File: config.mk
export PLATFORM = sky130hd
export DESIGN_NAME = battery_charge_smoother
export DESIGN_NICKNAME = d
export VERILOG_FILES = /design/src/bcs_pkg.sv /design/src/bcs_ram.sv /design/src/bcs_div.sv /design/src/battery_charge_smoother.sv
export VERILOG_INCLUDE_DIRS = /design/src /design/src/src
export SDC_FILE = /design/constraint.sdc
export NUM_CORES = 1
export LEC_CHECK = 0
export ABC_AREA = 1
export BUFFER_PORTS_ARGS = -buffer_cell sky130_fd_sc_hd__buf_4
export CORE_ASPECT_RATIO = 0.75
export CORE_MARGIN = 2
export CORE_UTILIZATION = 41
export DETAILED_ROUTE_END_ITERATION = 6
export SYNTH_ARGS = -nofsm -noshare
export SYNTH_HDL_FRONTEND = slang
export SYNTH_SLANG_ARGS = --single-unit
File: constraint.sdc
create_clock -name clk -period 3.5 [get_ports clk]
set_clock_uncertainty 0.05 [all_clocks]
set_input_delay 0.35 -clock clk [delete_from_list [all_inputs] [get_ports clk]]
set_output_delay 0.35 -clock clk [all_outputs]
set_load 0.01 [all_outputs]
File: src/battery_charge_smoother_macros.svh
// Assertion macros for the battery charge smoother.
// Included by the RTL files that carry concurrent checks; needs clk and rst_n in scope.
`ifndef BATTERY_CHARGE_SMOOTHER_MACROS_SVH
`define BATTERY_CHARGE_SMOOTHER_MACROS_SVH

// A condition that must hold at every clock edge outside reset.
`define BCS_ASSERT_ALWAYS(label, cond, msg) \
  label: assert property (@(posedge clk) disable iff (!rst_n) (cond)) else $error(msg);

// A condition that must hold in the cycle after a trigger.
`define BCS_ASSERT_NEXT(label, trig, cond, msg) \
  label: assert property (@(posedge clk) disable iff (!rst_n) (trig) |=> (cond)) \
    else $error(msg);

`endif

File: src/bcs_pkg.sv
// Shared constants for the battery charge smoother.
// Used by bcs_ram, bcs_div and the top level; no dependencies.
package bcs_pkg;

  localparam int unsigned CHARGE_W   = 7;
  localparam int unsigned QUO_W      = 7;
  localparam int unsigned WINDOW_DEF = 8;

  localparam logic [CHARGE_W-1:0] CHARGE_MAX    = 7'd100;
  localparam logic [CHARGE_W-1:0] MAX_STEP_RST  = 7'd5;

  // Width of a sum of up to win full-scale readings.
  function automatic int unsigned sum_width(input int unsigned win);
    return $clog2(win * 100 + 1);
  endfunction

endpackage

File: src/bcs_ram.sv
// Window storage for the battery charge smoother: one write and one read port,
// read data registered. Depends on bcs_pkg.
module bcs_ram
  import bcs_pkg::*;
#(
  parameter int unsigned WINDOW = WINDOW_DEF
) (
  input  logic                       clk,
  input  logic                       wr_en,
  input  logic [$clog2(WINDOW)-1:0]  wr_addr,
  input  logic [CHARGE_W-1:0]        wr_data,
  input  logic [$clog2(WINDOW)-1:0]  rd_addr,
  output logic [CHARGE_W-1:0]        rd_data
);

  logic [CHARGE_W-1:0] mem_r [WINDOW];
  logic [CHARGE_W-1:0] rd_data_r;

  always_ff @(posedge clk) begin
    if (wr_en) begin
      mem_r[wr_addr] <= wr_data;
    end
    rd_data_r <= mem_r[rd_addr];
  end

  assign rd_data = rd_data_r;

endmodule

File: src/bcs_div.sv
// Window average: divides the window sum by the constant window length with a
// reciprocal multiply, quotient registered on start. Depends on bcs_pkg.
module bcs_div
  import bcs_pkg::*;
#(
  parameter int unsigned WINDOW = WINDOW_DEF
) (
  input  logic                              clk,
  input  logic                              rst_n,
  input  logic                              start,
  input  logic [sum_width(WINDOW)-1:0]      sum,
  output logic                              done,
  output logic [QUO_W-1:0]                  quotient
);

  localparam int unsigned SUM_W  = sum_width(WINDOW);
  localparam int unsigned LW     = $clog2(WINDOW);
  localparam int unsigned SH     = SUM_W + LW;
  localparam int unsigned MW     = SUM_W + 2;
  localparam int unsigned PROD_W = SUM_W + MW;
  localparam longint unsigned RECIP_VAL =
    ((64'd1 << SH) + 64'(WINDOW) - 64'd1) / 64'(WINDOW);
  localparam logic [MW-1:0] RECIP = MW'(RECIP_VAL);

  logic [PROD_W-1:0] prod;
  logic [QUO_W-1:0]  quo_r;
  logic              done_r;

  // The reciprocal is rounded up with SUM_W + log2(WINDOW) fraction bits, which
  // keeps the truncated quotient exact for every sum that fits in SUM_W bits.
  assign prod = PROD_W'(sum) * PROD_W'(RECIP);

  always_ff @(posedge clk) begin
    if (!rst_n) begin
      done_r <= 1'b0;
    end else begin
      done_r <= start;
    end
  end

  always_ff @(posedge clk) begin
    if (start) begin
      quo_r <= prod[SH +: QUO_W];
    end
  end

  assign done     = done_r;
  assign quotient = quo_r;

endmodule

File: src/battery_charge_smoother.sv
// Battery charge smoother, top level.
// Depends on bcs_pkg, bcs_ram, bcs_div and battery_charge_smoother_macros.svh.
//
// Input words carry one charge reading (in_charge_percent); readings above 100
// are clamped to 100. Each input word produces exactly one output word with the
// charge to display and the fluctuating flag. Both channels use valid/stall.
// The max_step register is written through cfg_wr_en/cfg_wr_data; the user
// must do so only while idle, which the block itself does not enforce.
//
// The last WINDOW readings sit in a circular buffer in a synchronous RAM. Until
// the window is full, an accepted word goes from S_IDLE straight to S_FIN. Once
// it is full, every word walks the buffer oldest to newest, one RAM read per
// cycle, and then, unless a large step ends the walk early, forms the average
// with a registered reciprocal multiply. One word is in work at a time; the
// next word is taken as soon as the previous result sits in the output
// register, even while it is stalled.
//
// Reset empties the window, clears the flag and the average and sets max_step
// to 5. No RAM clearing is needed because unwritten entries are never read.
// A stalled output word holds its value until taken.
module battery_charge_smoother
  import bcs_pkg::*;
#(
  parameter int unsigned WINDOW = WINDOW_DEF
) (
  input  logic                clk,
  input  logic                rst_n,
  input  logic                in_valid,
  output logic                in_stall,
  input  logic [CHARGE_W-1:0] in_charge_percent,
  output logic                out_valid,
  input  logic                out_stall,
  output logic [CHARGE_W-1:0] out_shown_charge,
  output logic                out_fluctuating,
  input  logic                cfg_wr_en,
  input  logic [CHARGE_W-1:0] cfg_wr_data
);

  `include "battery_charge_smoother_macros.svh"

  localparam int unsigned AW    = $clog2(WINDOW);
  localparam int unsigned CW    = $clog2(WINDOW + 1);
  localparam int unsigned SUM_W = sum_width(WINDOW);

  typedef enum logic [1:0] {S_IDLE, S_WALK, S_DIV, S_FIN} state_t;
  typedef enum logic [1:0] {DIR_NONE, DIR_UP, DIR_DOWN} dir_t;

  state_t              state_r, state_nxt;
  logic [AW-1:0]       wp_r, wp_nxt;
  logic [AW-1:0]       fill_r, fill_nxt;
  logic [AW-1:0]       rd_addr_r, rd_addr_nxt;
  logic [CW-1:0]       cnt_r, cnt_nxt;
  logic [CHARGE_W-1:0] pct_r, pct_nxt;
  logic [CHARGE_W-1:0] prev_r, prev_nxt;
  logic [CHARGE_W-1:0] avg_r, avg_nxt;
  logic [CHARGE_W-1:0] max_step_r;
  logic [SUM_W-1:0]    sum_r, sum_nxt;
  dir_t                dir_r, dir_nxt;
  logic [1:0]          rev_r, rev_nxt;
  logic                flag_r, flag_nxt;
  logic                out_valid_r, out_valid_nxt;
  logic [CHARGE_W-1:0] out_charge_r, out_charge_nxt;
  logic                out_fluct_r, out_fluct_nxt;

  logic                in_acc;
  logic [CHARGE_W-1:0] in_sat;
  logic [CHARGE_W-1:0] rd_data;
  logic [SUM_W-1:0]    sum_add;
  logic [CHARGE_W-1:0] mag;
  logic                step_up;
  logic                step_down;
  logic                div_start;
  logic                div_done;
  logic [QUO_W-1:0]    div_q;

  function automatic logic [AW-1:0] addr_inc(input logic [AW-1:0] a);
    return (a == AW'(WINDOW - 1)) ? '0 : a + 1'b1;
  endfunction

  assign in_acc  = in_valid && (state_r == S_IDLE);
  assign in_sat  = (in_charge_percent > CHARGE_MAX) ? CHARGE_MAX : in_charge_percent;
  assign sum_add = sum_r + SUM_W'(rd_data);

  assign step_up   = rd_data > prev_r;
  assign step_down = rd_data < prev_r;
  assign mag       = step_up ? (rd_data - prev_r) : (prev_r - rd_data);

  // Writes happen only on accept and read data is used only during the walk, so
  // no read that meets a write to the same entry is ever used.
  bcs_ram #(.WINDOW(WINDOW)) u_ram (
    .clk     (clk),
    .wr_en   (in_acc),
    .wr_addr (wp_r),
    .wr_data (in_sat),
    .rd_addr (rd_addr_r),
    .rd_data (rd_data)
  );

  bcs_div #(.WINDOW(WINDOW)) u_div (
    .clk      (clk),
    .rst_n    (rst_n),
    .start    (div_start),
    .sum      (sum_add),
    .done     (div_done),
    .quotient (div_q)
  );

  always_comb begin
    state_nxt      = state_r;
    wp_nxt         = wp_r;
    fill_nxt       = fill_r;
    rd_addr_nxt    = rd_addr_r;
    cnt_nxt        = cnt_r;
    pct_nxt        = pct_r;
    prev_nxt       = prev_r;
    avg_nxt        = avg_r;
    sum_nxt        = sum_r;
    dir_nxt        = dir_r;
    rev_nxt        = rev_r;
    flag_nxt       = flag_r;
    out_valid_nxt  = out_valid_r && out_stall;
    out_charge_nxt = out_charge_r;
    out_fluct_nxt  = out_fluct_r;
    div_start      = 1'b0;

    unique case (state_r)
      S_IDLE: begin
        if (in_valid) begin
          pct_nxt = in_sat;
          wp_nxt  = addr_inc(wp_r);
          if (fill_r == AW'(WINDOW - 1)) begin
            // Window full with this word: oldest entry sits just past the new one.
            rd_addr_nxt = addr_inc(wp_r);
            cnt_nxt     = '0;
            sum_nxt     = '0;
            dir_nxt     = DIR_NONE;
            rev_nxt     = 2'd0;
            state_nxt   = S_WALK;
          end else begin
            fill_nxt  = fill_r + 1'b1;
            state_nxt = S_FIN;
          end
        end
      end

      S_WALK: begin
        if (cnt_r < CW'(WINDOW)) begin
          rd_addr_nxt = addr_inc(rd_addr_r);
        end
        cnt_nxt = cnt_r + 1'b1;
        if (cnt_r == CW'(1)) begin
          prev_nxt = rd_data;
          sum_nxt  = SUM_W'(rd_data);
        end else if (cnt_r != '0) begin
          if (mag >= max_step_r) begin
            flag_nxt  = 1'b0;
            state_nxt = S_FIN;
          end else begin
            prev_nxt = rd_data;
            sum_nxt  = sum_add;
            if (step_up) begin
              dir_nxt = DIR_UP;
            end else if (step_down) begin
              dir_nxt = DIR_DOWN;
            end
            if (dir_r != DIR_NONE && dir_nxt != dir_r && rev_r != 2'd2) begin
              rev_nxt = rev_r + 1'b1;
            end
            if (cnt_r == CW'(WINDOW)) begin
              div_start = 1'b1;
              state_nxt = S_DIV;
            end
          end
        end
      end

      S_DIV: begin
        if (div_done) begin
          avg_nxt   = div_q;
          flag_nxt  = (rev_r == 2'd2);
          state_nxt = S_FIN;
        end
      end

      S_FIN: begin
        if (!out_valid_r || !out_stall) begin
          out_valid_nxt  = 1'b1;
          out_charge_nxt = flag_r ? avg_r : pct_r;
          out_fluct_nxt  = flag_r;
          state_nxt      = S_IDLE;
        end
      end

      default: state_nxt = S_IDLE;
    endcase
  end

  always_ff @(posedge clk) begin
    if (!rst_n) begin
      state_r     <= S_IDLE;
      wp_r        <= '0;
      fill_r      <= '0;
      rd_addr_r   <= '0;
      cnt_r       <= '0;
      avg_r       <= '0;
      flag_r      <= 1'b0;
      dir_r       <= DIR_NONE;
      rev_r       <= 2'd0;
      out_valid_r <= 1'b0;
      max_step_r  <= MAX_STEP_RST;
    end else begin
      state_r     <= state_nxt;
      wp_r        <= wp_nxt;
      fill_r      <= fill_nxt;
      rd_addr_r   <= rd_addr_nxt;
      cnt_r       <= cnt_nxt;
      avg_r       <= avg_nxt;
      flag_r      <= flag_nxt;
      dir_r       <= dir_nxt;
      rev_r       <= rev_nxt;
      out_valid_r <= out_valid_nxt;
      if (cfg_wr_en) begin
        max_step_r <= cfg_wr_data;
      end
    end
  end

  always_ff @(posedge clk) begin
    pct_r        <= pct_nxt;
    prev_r       <= prev_nxt;
    sum_r        <= sum_nxt;
    out_charge_r <= out_charge_nxt;
    out_fluct_r  <= out_fluct_nxt;
  end

  assign in_stall         = (state_r != S_IDLE);
  assign out_valid        = out_valid_r;
  assign out_shown_charge = out_charge_r;
  assign out_fluctuating  = out_fluct_r;

  `BCS_ASSERT_ALWAYS(a_fill_range, fill_r <= AW'(WINDOW - 1), "fill count beyond window")
  `BCS_ASSERT_ALWAYS(a_div_in_state, !div_done || state_r == S_DIV,
                     "divider finished outside the divide phase")
  `BCS_ASSERT_ALWAYS(a_out_range, !out_valid_r || out_charge_r <= CHARGE_MAX,
                     "shown charge above full scale")
  `BCS_ASSERT_NEXT(a_walk_on_full, state_r == S_IDLE && in_valid && fill_r != AW'(WINDOW - 1),
                   state_r == S_FIN, "walk started before the window was full")

endmodule

Yosys cells after proc, flatten, opt, wreduce, memory -nomap -nowiden
Memory sizes are Yosys's and may differ from the RTL's. A register that Yosys moved wholly into a read port is not among the register bits.
Cells that the tools add are included.

word-level totals
  bits in registers = 75
  bits in writable memories = 56
  input bits = 19
  logic and storage cells = 145
  memories = 1

memories
  name         depth  bits a word  rd ports  clocked after memory_dff  write ports  RTL line       source
  u_ram.mem_r  8      7            1         1                         1            bcs_ram.sv:16  logic [CHARGE_W-1:0] mem_r [WINDOW];

cells by class
  add/sub/neg operators = 8
  order comparisons = 5
  equality and inequality tests = 25
  muxes and demuxes = 61
  bitwise gates (word level) = 1
  reductions and logical operators = 26

operators with widths
  operator                                      number
  two-way mux 10 bit                            5
  two-way mux 2 bit                             23
  two-way mux 7 bit                             6
  inequality test 2 bit, second input constant  10
  one-hot mux 10 bit (2 select lines)           1
  two-way mux 3 bit                             5
  subtractor 7 bit                              2
  two-way mux 1 bit                             13
  AND reduction 6 bit                           2
  adder 10 x 7 -> 10 bit                        1
  AND reduction 5 bit                           2
  nonzero test 2 bit                            5
  adder 3 x 1 -> 3 bit, second input constant   3
  == test 3 bit, second input constant          3
  inequality test 3 bit, second input constant  3
  AND reduction 3 bit                           3
  two-way mux 4 bit                             2
  one-hot mux 2 bit (2 select lines)            2
  one-hot mux 2 bit (4 select lines)            1
  one-hot mux 4 bit (2 select lines)            1
  greater-or-equal comparator 7 bit             1
  > comparator 7 bit                            1
  > comparator 7 bit, second input constant     1
  less-than comparator 7 bit                    1
  other kinds (20)                              29

Depth between registers and ports, before layout
Gate-level depths: netlist of the first run.

  depth after elaboration = 15
  depth in mapped cells = 24
  gate-level depth less buffers = 24

By module
Synthesis of the first run repeated with hierarchy kept, for this count alone.

second synthesis, totals
  cells, all modules = 759
  area total of the unflattened synthesis = 6,988.0 um^2

by module, submodules not included
  module                   times used  cells an instance  area each (um^2)
  battery_charge_smoother  1           483                4,031.4
  bcs_ram                  1           266                2,718.9
  bcs_div                  1           10                 237.7

Least setup slack after synthesis of the first run
Ideal clock, no wire load.

  path type = register to register
  start = register prev_r[4]
  end = register sum_r[0], enable pin
  library setup time = 0.380 ns
  arrival = 2.991 ns
  slack = 0.079 ns
  stages on the path, launching flop included = 20
  path buffers = 0
  period minus slack after synthesis = 3.421 ns
  cell sequence = edfxtp_1 -> inv_1 -> ha_1 -> nand2_1 -> nand2_1 -> a21oi_2 -> nand2_4 -> nand2_4 -> inv_4 -> nand2_1 -> nand2_1 -> xnor2_1 -> inv_1 -> ha_1 -> a21o_1 -> nor2_1 -> nand3_1 -> a21oi_1 -> nor2_1 -> a21oi_1

between the ends
  word-level cells in the longest chain between the ends = 5
  elaborated cells between the ends (all ways) = 7
  those cells by class = add/sub (2); order compare (2); eq/ne (1); mux (1); reduce/logical (1)

RTL lines
  item                                                           RTL line                                                      source
  start: declaration                                             battery_charge_smoother.sv:54                                 logic [CHARGE_W-1:0] prev_r, prev_nxt;
  start signal: assignment                                       battery_charge_smoother.sv:230                                prev_r <= prev_nxt;
  subtractor 7 bit / > comparator 7 bit (equally long branches)  battery_charge_smoother.sv:86, battery_charge_smoother.sv:84
  two-way mux 7 bit (*)                                          battery_charge_smoother.sv:86                                 assign mag = step_up ? (rd_data - prev_r) : (prev_r - rd_data);
  greater-or-equal comparator 7 bit (*)                          battery_charge_smoother.sv:155                                if (mag >= max_step_r) begin
  inequality test 3 bit (no line) (*)                            n/a
  AND reduction 5 bit (no line) (*)                              n/a
  end signal: assignment                                         battery_charge_smoother.sv:231                                sum_r <= sum_nxt;
  end: declaration                                               battery_charge_smoother.sv:57                                 logic [SUM_W-1:0] sum_r, sum_nxt;

Mark *: on every way between the ends. The rest lies on a longest branch, timed or not.
A chain may end at the register's enable or synchronous reset.

Worst setup path in the final report of the first run
  start = register prev_r[2]
  end = register sum_r[6], enable pin

Same word-level chain as after synthesis.

==> results of run 1 <==
-- worst paths after layout --
| path | start | cells past startpoint | endpoint |
|---|---|---|---|
| worst max-delay path | prev_r[2] | 20 | sum_r[6] |
| worst min-delay path | cfg_wr_data[0] | 3 | max_step_r[0] |
| worst max register to register | prev_r[2] | 20 | sum_r[6] |
| worst min register to register | max_step_r[5] | 2 | max_step_r[5] |
-- metal layers --
layer / vias to the layer above / wire [microns]
met5: - / 13
met4: 2 / 170
met3: 17 / 605
met2: 107 / 6410
met1: 2237 / 7320
li1: 2400 / -
-- what timing repair did --
item / CTS / global route
gates resized for setup: 0 / 27
setup buffers: 0 / 2
endpoints found under the setup margin: 0 / 31
-- power by group through the flow --
stage	Combinational [W]	Sequential (W)	Clock, W
final	0.00281	0.00223	0.00156
after global routing	0.00321	0.00226	0.00166
after CTS	0.00261	0.00222	0.00159
after detailed placement	0.00259	0.00226	0
after global placement	0.00256	0.00224	0
after floorplan	0.00194	0.00218	0
-- placed cells by master, fill, tap and decap left out, types with 2 or more instances in the layout --
cell,count
o21ai_2,2
nor3_1,6
ha_1,36
o21ai_0,58
xnor2_1,4
o211ai_1,2
clkbuf_16,17
buf_6,2
clkinvlp_4,3
nand2_1,85
clkinv_1,2
clkinv_2,5
nand2_2,6
a21o_1,3
nor2_4,2
dfxtp_1,43
o22ai_1,12
xor2_1,8
or2_2,3
mux2_2,7
buf_4,38
inv_2,7
fa_1,3
clkbuf_1,2
nand4_1,6
ha_4,6
inv_1,70
clkinv_4,2
nand3_1,13
a31oi_1,13
o21ai_1,4
a21oi_1,33
nor2_1,111
a21oi_2,6
edfxtp_1,95
-- worst max-delay path, delay by kind of cell, from the launching register on --
family | cells | cell delay [ns]
AOI/OAI and AO/OA | 4 | 0.70
xor gates and xnor gates | 1 | 0.16
adders and majority gates | 2 | 0.45
buffers and inverters | 4 | 0.41
DFF | 1 | 0.39
and+or+nand+nor | 9 | 0.79
-- sequential cells by signal, indices dropped and copies added, names as in the netlist, 3 cells and up --
signal and flops:
prev_r 7, u_ram.mem_r 56, u_ram.rd_data 7, wp_r 3, avg_r 7, u_div.quotient 7, out_shown_charge 7, max_step_r 7
fill_r 3, pct_r 7, cnt_r 4, rd_addr_r 3, sum_r 10
-- per-stage QoR --
step,TNS [ns],power (W)
3_5_place_dp,0,0.00484
2_1_floorplan,0,0.00412
5_1_grt,-0.523,0.00713
4_1_cts,0,0.00643
3_3_place_gp,0,0.00480
6_report,0,0.00661
-- kinds of logic after synthesis --
kind of cell | count (synthesis)
DFF | 138
and+or+nand+nor | 241
xor gates and xnor gates | 12
adders and majority gates | 45
buffers and inverters | 96
muxes | 7
AOI/OAI and AO/OA | 137
-- area by class of cell --
| class | count | area share |
|---|---|---|
| clock inverters | 13 | 0.0105 |
| multi-input cells | 442 | 0.344 |
| inverters | 78 | 0.0380 |
| well taps | 210 | 0.0338 |
| diodes | 1 | 0.000322 |
| flip-flops and latches | 138 | 0.478 |
| clock buffers | 19 | 0.0557 |
| repair buffers | 40 | 0.0396 |
==> summary.md, run 1 <==
| Metric | Value |
|---|---|
| Grt peak-use layer | `met2` |
| Nets@finish | `781` |
| Initial antenna violation count | `2` |
| Rel. slew slack | `0.371` |
| Hold Crit Class | `in2reg` |
| Area Growth Syn to Fin | `17.0%` |
| Yosys warnings | `0` |
| Synth area leader | `edfxtp_1` |
| Synth area leaders | `edfxtp_1 (43%), dfxtp_1 (13%), ha_1 (7.9%), nor2_1 (6.3%), nand2_1 (4.9%)` |
| Synth async-reset ratio | `0` |
| Routed WL | `~15 mm` |
| CORE AREA | `15,900 sq um` |
| Share of cells above drive strength 1 | `0.158` |
| Worst slack, placed | `roughly 0.14 ns` |
| Final Hold Violating Endpoints | `0` |
| Sw power | `0.00255 W` |
| Crit. End Element | `flop` |
| Vias | `4,763` |
| Yosys top cell area share | `0.430` |
| Mapped Cells | `676` |
| Max-cap violation count | `0` |
| Final Cycle Share | `0.932` |
| Share of total power in the clock network | `0.236` |
| Leak | `3.14 nW` |
| First-pass GRT wire length | `23.4 mm` |
| CTS Hold Buffers Added | `0` |
| Fmax | `0.306 GHz` |
| Initial core utilization | `0.417` |
| Non-filler cells, final | `941` |
| I/O Pins | `29` |
| Synth Net Count | `740` |
| Slew Viols, Final | `0` |
| Die span in y | `114 microns` |
| Final GP Congestion | `0.830` |
| Worst VDD drop | `between 0.3 and 0.4 mV` |
| Clock latency on the worst-skew pair | `0.41 ns` |
| Met3 Use GR | `0.0438` |
| Residual DRC | `0` |
| Most common cell in the synthesized netlist | `nor2_1` |
| Dpl cells | `slightly above 900` |
| CP max-delay cell | `edfxtp_1` |
| Multiplexer area fraction after synthesis | `0.0119` |
| Die ar. | `17,200 sq um` |
| Post-DP HPWL | `10.4 mm` |
| Compound-Gate Fraction of Synth Area | `0.116` |
| Layout fillers | `1,472` |
| Vias in the first global route | `around 4,600` |
| Setup slack after layout | `0.237 ns` |
| Met2 Usage GRT | `0.270` |
| Post-synthesis adder-cell area fraction | `0.0882` |
| Total congestion overflow | `0` |
| TritonCTS clock tree | `yes` |
| All-layer global routing usage | `0.178` |
| PwrDens | `850 nW/um^2` |
| Worst-path cell chain | `inv_1 > ha_4 > a21oi_2 > nand2_1 > nand2_2 > nand2_4 > nand2_8 > inv_4 > nand2_1 > nand2_1 > xnor2_1 > inv_1 > ha_4 > a21o_1 > nor2_1 > nand3_2 > a21oi_2 > nor2_2 > a21oi_2 > buf_6` |
| Final Util | `0.488` |
| CTS root buf | `clkbuf_16` |
| Worst Max-Slew Pin Slew | `0.943 ns` |
| Register area | `3710 sq um` |
| Area of placed instances | `7100 sq um` |
| P_int | `~0.0041 W` |
| Sw frac | `0.387` |
| Crit Path Category | `reg2reg` |
| Number of synthesized register bits | `138` |
| Minimum clock period | `3.26 ns` |
| M1 GR Usage | `0.252` |
| Combinational fraction of design power | `0.426` |
| CP max FO | `7` |
| Sequential power share | `0.338` |
| Footprint of the multi-input gates | `2680 sq um` |
| R2r setup slk | `0.24 ns` |
| Status | `finished clean` |
| TritonCTS Buffers | `17` |
| Req. time, crit path | `roughly 3.6 ns` |
| DR iter-0 viols | `approximately 480` |
| Largest family of logic cells by synthesized area | `simple AND/OR/NAND/NOR gates` |
| Design area | `7770 sq um` |
| Largest net degree at the start of global routing | `33` |
| TritonRoute pass-1 iters | `5` |
| Worst Path Arrival | `3.33 ns` |
| Vias per inst | `about 5` |
| Mapped Area | `6640 sq um` |
| Worst Hold Slack | `0.0959 ns` |
| PortBufs | `28` |
| EDFF count, synth | `95` |
| XOR/XNOR share of the synthesized area | `0.0158` |
| Clock-pin slew on the worst setup and hold paths | `0.06 ns` |
| Seq/Total Area, Yosys | `0.559` |
| Mean Syn Cell Area | `9.82 sq um` |
| Final setup viols | `0` |
| Die X | `between 150 and 200 microns` |
| Synth cell count leaders | `nor2_1 (112), edfxtp_1 (95), nand2_1 (86)` |
| Final ANT Viol Nets | `0` |
| Crit start category | `flop` |
| Routed wire per std cell | `approximately 15 microns` |
| CTS Sinks | `138` |
| Synth unique cells | `41` |
| Simple-Gate Fraction of Synth Area | `0.153` |
| Max stage delay on crit path | `between 0.3 and 0.4 ns` |
| CTS H-Tree Depth | `4` |
| Row count | `40` |
| Clock Tree Buf Depth | `2` |
| Synth Flop Type | `edfxtp_1` |
No activity file was read; power rests on OpenSTA's default activity.
==> run 2, diff against run 1 <==
Settings changed: ABC_AREA 1 to unset.
==> run 2 against run 1 <==
  * The run now ends with negative setup slack left
  * Die area down 1.7%
  * Global-route usage down 0.091 points
  * Routed wire length down 3.1%
  * Final cell count down 13%
  * Combinational power up 2%
  * Design area up 4.9%
  * Critical path type unchanged
==> summary.md, run 2 <==
| Metric | Value |
|---|---|
| Initial core utilization | `0.424 (was 0.417)` |
| Vias | `4,294 (was 4,763)` |
| Worst R2R Start | `prev_r[1] (was prev_r[2])` |
| Worst Max-Slew Pin Slew | `1.10 ns (was 0.943 ns)` |
| Synth area leaders | `edfxtp_1 (44%), dfxtp_1 (13%), ha_1 (8.1%), mux4_2 (4.8%), mux2_2 (2.9%) (was edfxtp_1 (43%), dfxtp_1 (13%), ha_1 (7.9%), nor2_1 (6.3%), nand2_1 (4.9%))` |
| Area Growth Syn to Fin | `25.0% (was 17.0%)` |
| DR top layer | `met4 (was met5)` |
| CTS root buf | `clkbuf_16 (unchanged)` |
| Final setup viols | `31 (was 0)` |
| First-pass GRT wire length | `22.7 mm (was 23.4 mm)` |
| Non-filler cells, final | `815 (was 941)` |
| Total congestion overflow | `0 (unchanged)` |
| Mapped Cells | `519 (was 676)` |
| Fmax | `0.268 GHz (was 0.306 GHz)` |
| Number of antenna diodes | `0 (was 1)` |
| Final ANT Viol Nets | `0 (unchanged)` |
| Final Hold Violating Endpoints | `0 (unchanged)` |
| CP max FO | `6 (was 7)` |
| PwrDens | `855 nW/um^2 (was 850 nW/um^2)` |
| Residual DRC | `0 (unchanged)` |
| TritonCTS clock tree | `yes (unchanged)` |
| Hold Crit Class | `in2reg (unchanged)` |
| Synth unique cells | `57 (was 41)` |
| Layout fillers | `1,307 (was 1,472)` |
| Depth of the most critical reg-to-reg path | `16 (was 20)` |
| EDFF count, synth | `95 (unchanged)` |
| Routed wl met2 | `6.46 mm (was 6.41 mm)` |
| Slew Viols, Final | `0 (unchanged)` |
| Post-layout power | `0.00697 W (was 0.00661 W)` |
| Unrepaired setup endpoints after global routing | `yes` |
| Routed wire per std cell | `17.3 microns (was 15.4 microns)` |
| Violated checks | `negative setup slack` |
| Sw frac | `0.333 (was 0.387)` |
| Req. time, crit path | `3.72 ns (was 3.57 ns)` |
| Commonest non-fill, non-tap cell in the layout | `edfxtp_1 (was nor2_1)` |
| Routed WL | `14.1 mm (was 14.5 mm)` |
| Die ar. | `16,900 sq um (was 17,200 sq um)` |
| Mapped Area | `6520 sq um (was 6640 sq um)` |
| Worst slack, placed | `-0.325 ns (was 0.139 ns)` |
| Clock latency on the worst-skew pair | `0.42 ns (was 0.41 ns)` |
| R2r setup slk | `-0.23 ns (was 0.24 ns)` |
| Crit Path Category | `reg2reg (unchanged)` |
| Yosys warnings | `0 (unchanged)` |
| Most frequent cells in the layout | `edfxtp_1 (95), buf_4 (74), dfxtp_1 (42) (was nor2_1 (111), edfxtp_1 (95), nand2_1 (85))` |
| Nets@finish | `661 (was 781)` |
| CTS H-Tree Depth | `4 (unchanged)` |
| Post-DP HPWL | `9.92 mm (was 10.4 mm)` |
| Max-cap violation count | `0 (unchanged)` |
| CORE AREA | `15,400 sq um (was 15,900 sq um)` |
| Max reg flops | `56 (unchanged)` |
| Setup crit start | `prev_r[1] (was prev_r[2])` |
| Most common cell in the synthesized netlist | `edfxtp_1 (was nor2_1)` |
| Largest net degree at the start of global routing | `29 (was 33)` |
| CTS Sinks | `138 (unchanged)` |
| Die span in y | `113 microns (was 114 microns)` |
| Clock Tree Buf Depth | `2 (unchanged)` |
| Dpl cells | `779 (was 905)` |
| Synth cell count leaders | `edfxtp_1 (95), dfxtp_1 (43), ha_1 (42) (was nor2_1 (112), edfxtp_1 (95), nand2_1 (86))` |
| CP endpoint | `state_r[0] (was sum_r[6])` |
| Seq/Total Area, Yosys | `0.569 (was 0.559)` |
| All-layer global routing usage | `0.178 (about the same)` |
| Vias in the first global route | `4,349 (was 4,609)` |
| DR iter-0 viols | `263 (was 477)` |
| Number of synthesized register bits | `138 (unchanged)` |
| Rel. slew slack | `0.266 (was 0.371)` |
| Share of cells above drive strength 1 | `0.298 (was 0.158)` |
| Total negative setup slack | `-4.69 ns (was 0 ns)` |
| Synth async-reset ratio | `0 (unchanged)` |
| Worst VDD drop | `0.394 mV (was 0.360 mV)` |
| Vias per inst | `5.27 (was 5.06)` |
| Minimum clock period | `3.73 ns (was 3.26 ns)` |
| Combinational fraction of design power | `0.411 (was 0.426)` |
| Yosys top cell area share | `0.437 (was 0.430)` |
| Crit start category | `flop (unchanged)` |
| TritonRoute pass-1 iters | `4 (was 5)` |
| Sequential power share | `0.313 (was 0.338)` |
| M1 WL | `6.57 mm (was 7.32 mm)` |
| Footprint of the multi-input gates | `2770 sq um (was 2680 sq um)` |
| Top Registers | `u_ram.mem_r (56), sum_r (10) (unchanged)` |
| Mean Syn Cell Area | `12.6 sq um (was 9.82 sq um)` |
| Final Cycle Share | `1.07 (was 0.932)` |
| TritonCTS Buffers | `17 (unchanged)` |
| Capturing point of the worst reg2reg path | `state_r[0] (was sum_r[6])` |
| Largest register by flop count | `u_ram.mem_r (unchanged)` |
| Worst Hold Slack | `0.107 ns (was 0.0959 ns)` |
| Worst Path Arrival | `3.95 ns (was 3.33 ns)` |
| Synth Net Count | `583 (was 740)` |
| Final GP Congestion | `0.793 (was 0.830)` |
| Share of total power in the clock network | `0.275 (was 0.236)` |
| I/O Pins | `29 (unchanged)` |
| Synth area leader | `edfxtp_1 (unchanged)` |
| Register area | `3710 sq um (about the same)` |
| Leak | `3.13 nW (was 3.14 nW)` |
| Synth Flop Type | `edfxtp_1 (unchanged)` |
| Clock-pin slew on the worst setup and hold paths | `0.06 ns (about the same)` |
| Status | `finished with violations (was finished clean)` |
| PortBufs | `28 (unchanged)` |
| Sw power | `0.00232 W (was 0.00255 W)` |
| Routed wl met3 | `747 microns (was 605 microns)` |
| Crit. End Element | `flop (unchanged)` |
| Setup slack after layout | `-0.231 ns (was 0.237 ns)` |
| Die X | `150 microns (was 151 microns)` |
| Row count | `39 (was 40)` |
| P_int | `0.00465 W (was 0.00405 W)` |
| Initial antenna violation count | `0 (was 2)` |
run 2: cell types whose count changed after synthesis, sizes merged, moves of 6 or more:
cell and change:
nor2 -80, nand2 -64, o21ai -49, inv -40, mux2i +18, mux4 +14
mux2 +11, o22ai -11, a31oi -10, nor2b +8, and2 +7, xnor2 +7
nand2b +6
run 2: cells by family after synthesis:
logic type / synth area share
XOR/XNOR: 0.0188
AND/OR/NAND/NOR: 0.0936
adder cells (fa/ha/maj): 0.0898
multiplexers: 0.108
buffers and inverters: 0.0341
AO/OA/AOI/OAI: 0.0867
flip-flops: 0.569
run 2: layout make-up:
type                    instances  area share
multi-input cells             324       0.340
clock inverters                13      0.0235
repair buffers                 78      0.0758
inverters                      38      0.0175
well taps                     205      0.0315
flip-flops and latches        138       0.456
clock buffers                  19      0.0556
run 2: what timing repair did:
item | 4_1_cts | 5_1_grt
gates resized for setup | 9 | 18
endpoints found under the setup margin | 32 | 32
hold buffers | 0 | 0
buffers inserted | 0 | 4
pin swaps | 10 | 10
run 2: power by group through the flow:
stage	clock network (W)	logic (W)	registers [W]
2_1_floorplan	0	0.00171	0.00214
3_3_place_gp	0	0.00250	0.00221
3_5_place_dp	0	0.00255	0.00221
4_1_cts	0.00197	0.00266	0.00218
5_1_grt	0.00202	0.00317	0.00221
6_report	0.00192	0.00287	0.00218
run 2: per-layer routing:
layer | GRT usage | vias to the layer above
li1 | - | 2062
met1 | 0.250 | 2112
met2 | 0.270 | 100
met3 | 0.0444 | 20
met4 | 0.0590 | 0
met5 | 0 | -
run 2: how the worst min path moves through the flow:
stage | from | to | slack, ns | cells after the start
after floorplan | flag_r | out_fluctuating | 0.36 | 0
after detailed placement | avg_r[5] | avg_r[5] | 0.41 | 2
final | cfg_wr_data[2] | max_step_r[2] | 0.11 | 3
after global placement | avg_r[4] | avg_r[4] | 0.39 | 2
after global routing | cfg_wr_data[2] | max_step_r[2] | 0.10 | 3
after CTS | cfg_wr_data[2] | max_step_r[2] | 0.09 | 3
run 2: critical path, cell delays in order (launching register included):
cell and delay (ns):
edfxtp_1 0.37, inv_2 0.05, ha_1 0.33, nand4_1 0.17, o22ai_1 0.11, o21ba_4 0.29, buf_4 0.13, mux2_2 0.33
a211oi_2 0.22, xnor2_1 0.16, ha_1 0.29, a21oi_2 0.16, o21ai_2 0.10, a211o_1 0.31, buf_4 0.16, a2111oi_4 0.30
a211oi_1 0.09
run 2: through the flow:
| stage | utilization | instance area [sq um] |
|---|---|---|
| 6_report | 0.530 | 8150 |
| 5_1_grt | 0.530 | 8150 |
| 4_1_cts | 0.522 | 8020 |
| 3_5_place_dp | 0.477 | 7340 |
| 3_3_place_gp | 0.477 | 7340 |
| 2_1_floorplan | - | 6580 |
==> run 3, diff against run 2 <==
Settings changed: SKIP_LAST_GASP set to 1.
==> run 3 against run 2 <==
  * Clock power hardly changed
  * Fmax is 0.27% lower
  * Largest power group unchanged
  * The flow still finishes with violations (negative setup slack)
  * Non-clock buffer count stayed put
  * Critical path type unchanged
  * Die area stayed put
  * Design area hardly changed
  * First-iteration DRC count is 1.5% lower
==> summary.md, run 3 (synthesized netlist as in run 2, its figures left out) <==
| Metric | Value |
|---|---|
| DR iter-0 viols | `259 (was 263)` |
| Crit Path Category | `reg2reg (unchanged)` |
| Initial core utilization | `0.424 (unchanged)` |
| Row count | `39 (unchanged)` |
| Max reg flops | `56 (unchanged)` |
| Clock latency on the worst-skew pair | `0.42 ns (about the same)` |
| Post-DP HPWL | `9.92 mm (unchanged)` |
| Final ANT Viol Nets | `0 (unchanged)` |
| Number of antenna diodes | `0 (unchanged)` |
| Minimum clock period | `3.74 ns (was 3.73 ns)` |
| Status | `finished with violations (unchanged)` |
| Crit start category | `flop (unchanged)` |
| First-pass GRT wire length | `22.7 mm (unchanged)` |
| Routed WL | `14.1 mm (about the same)` |
| Residual DRC | `0 (unchanged)` |
| Sw power | `0.00232 W (about the same)` |
| Fmax | `0.267 GHz (was 0.268 GHz)` |
| Vias | `4,292 (was 4,294)` |
| Max-cap violation count | `0 (unchanged)` |
| CP max-delay cell | `edfxtp_1 (unchanged)` |
| Crit. End Element | `flop (unchanged)` |
| Initial antenna violation count | `0 (unchanged)` |
| Die X | `150 microns (unchanged)` |
| Register area | `3710 sq um (unchanged)` |
| TritonCTS Buffers | `17 (unchanged)` |
| CP Buf/Inv Count | `3 (unchanged)` |
| PortBufs | `28 (unchanged)` |
| Slew Viols, Final | `0 (unchanged)` |
| Largest net degree at the start of global routing | `29 (unchanged)` |
| Die span in y | `113 microns (unchanged)` |
| Die ar. | `16,900 sq um (unchanged)` |
| Dpl cells | `779 (unchanged)` |
| Setup slack after layout | `-0.241 ns (was -0.231 ns)` |
| Final setup viols | `31 (unchanged)` |
| Combinational fraction of design power | `0.411 (about the same)` |
| Final GP Congestion | `0.793 (unchanged)` |
| Final Hold Violating Endpoints | `0 (unchanged)` |
| Clock Tree Buf Depth | `2 (unchanged)` |
| Req. time, crit path | `3.72 ns (about the same)` |
| Sequential power share | `0.313 (about the same)` |
| CORE AREA | `15,400 sq um (unchanged)` |
| TritonRoute pass-1 iters | `4 (unchanged)` |
| Hold Crit Class | `in2reg (unchanged)` |
| Final Cycle Share | `1.07 (about the same)` |
| Rel. slew slack | `0.241 (was 0.266)` |
| Leak | `3.13 nW (about the same)` |
| Worst-path cell chain | `inv_2 > ha_1 > nand4_1 > o22ai_1 > o21ba_4 > buf_4 > mux2_2 > a211oi_2 > xnor2_1 > ha_1 > a21oi_2 > o21ai_2 > a211o_1 > buf_4 > a2111oi_4 > a211oi_1 (unchanged)` |
| CTS Sinks | `138 (unchanged)` |
| Share of total power in the clock network | `0.275 (about the same)` |
| Non-filler cells, final | `815 (unchanged)` |
| Vias per inst | `5.27 (about the same)` |
| Worst Path Arrival | `3.96 ns (was 3.95 ns)` |
| CP max FO | `6 (unchanged)` |
| Worst VDD drop | `0.393 mV (was 0.394 mV)` |
| Most frequent cells in the layout | `edfxtp_1 (95), buf_4 (74), dfxtp_1 (42) (unchanged)` |
| I/O Pins | `29 (unchanged)` |
| TritonCTS clock tree | `yes (unchanged)` |
| Max stage delay on crit path | `0.37 ns (about the same)` |
| Post-layout power | `0.00697 W (about the same)` |
| Worst Max-Slew Pin Slew | `1.14 ns (was 1.10 ns)` |
| Footprint of the multi-input gates | `2770 sq um (about the same)` |
| All-layer global routing usage | `0.178 (unchanged)` |
| Nets@finish | `661 (unchanged)` |
| Largest register by flop count | `u_ram.mem_r (unchanged)` |
| Sw frac | `0.334 (was 0.333)` |
| Unrepaired setup endpoints after global routing | `yes (unchanged)` |
| Layout fillers | `1,308 (was 1,307)` |
| Violated checks | `negative setup slack (unchanged)` |
| Vias in the first global route | `4,349 (unchanged)` |
| Share of cells above drive strength 1 | `0.297 (was 0.298)` |
| Total congestion overflow | `0 (unchanged)` |
| Clock-pin slew on the worst setup and hold paths | `0.06 ns (about the same)` |
| PwrDens | `855 nW/um^2 (about the same)` |
| Largest delay share family, worst path | `compound AO/OA/AOI/OAI gates (unchanged)` |
| Area Growth Syn to Fin | `24.9% (was 25.0%)` |
| P_int | `0.00464 W (was 0.00465 W)` |
| CTS H-Tree Depth | `4 (unchanged)` |
| Top Registers | `u_ram.mem_r (56), sum_r (10) (unchanged)` |
| Commonest non-fill, non-tap cell in the layout | `edfxtp_1 (unchanged)` |
| CTS root buf | `clkbuf_16 (unchanged)` |
| Routed wire per std cell | `17.3 microns (about the same)` |
-- run 3: worst register-to-register path, stage by stage, from the launching register on --
cell	delay, ns
edfxtp_1	0.37
inv_2	0.05
ha_1	0.33
nand4_1	0.17
o22ai_1	0.11
o21ba_4	0.29
buf_4	0.13
mux2_2	0.33
a211oi_2	0.21
xnor2_1	0.17
ha_1	0.29
a21oi_2	0.16
o21ai_2	0.10
a211o_1	0.31
buf_4	0.16
a2111oi_4	0.30
a211oi_1	0.09
-- run 3: cell type report --
| cell class | instances | area share |
|---|---|---|
| Multi-Input combinational cell | 324 | 0.340 |
| Tap cell | 205 | 0.0315 |
| Clock buffer | 19 | 0.0556 |
| Clock inverter | 13 | 0.0235 |
| Sequential cell | 138 | 0.456 |
| Inverter | 38 | 0.0175 |
| Timing Repair Buffer | 78 | 0.0759 |
-- run 3: final timing paths --
path | start | endpoint | slack (ns) | depth (start not counted)
setup reg to reg | prev_r[1] | state_r[0] | -0.24 | 16
setup / recovery | prev_r[1] | state_r[0] | -0.24 | 16
hold / removal | cfg_wr_data[2] | max_step_r[2] | 0.11 | 3
hold reg to reg | avg_r[5] | avg_r[5] | 0.41 | 2
-- run 3: through the flow --
step | worst slack [ns] | hold slack (ns) | cell area [sq um] | util | TNS (ns)
2_1_floorplan | -0.160 | 0.356 | 6580 | - | -2.43
3_3_place_gp | -0.269 | 0.395 | 7340 | 0.477 | -7.55
3_5_place_dp | -0.325 | 0.408 | 7340 | 0.477 | -9.09
4_1_cts | -0.216 | 0.0857 | 8020 | 0.522 | -5.44
5_1_grt | -0.395 | 0.103 | 8150 | 0.530 | -10.28
6_report | -0.241 | 0.107 | 8150 | 0.530 | -5.02
-- run 3: timing repair --
action	CTS	global route
setup endpoints to repair	32	32
gates resized for setup	9	17
hold buffers	0	0
setup buffers	0	4
endpoints found under the hold margin	0	0
pin swaps	10	9
-- run 3: power groups by stage --
stage	Clock (W)	Combinational, W	Sequential, W
floorplan	0	0.00171	0.00214
global placement	0	0.00250	0.00221
finish	0.00192	0.00287	0.00218
detailed placement	0	0.00255	0.00221
CTS	0.00197	0.00266	0.00218
global route	0.00202	0.00316	0.00221
-- run 3: routing by layer --
metal	wire (microns)	vias up	global-route usage	part of all wire
met5	0	-	0	0
met4	295	0	0.0590	0.021
met3	726	20	0.0444	0.052
met2	6460	105	0.270	0.46
met1	6590	2106	0.250	0.47
li1	-	2061	-	-
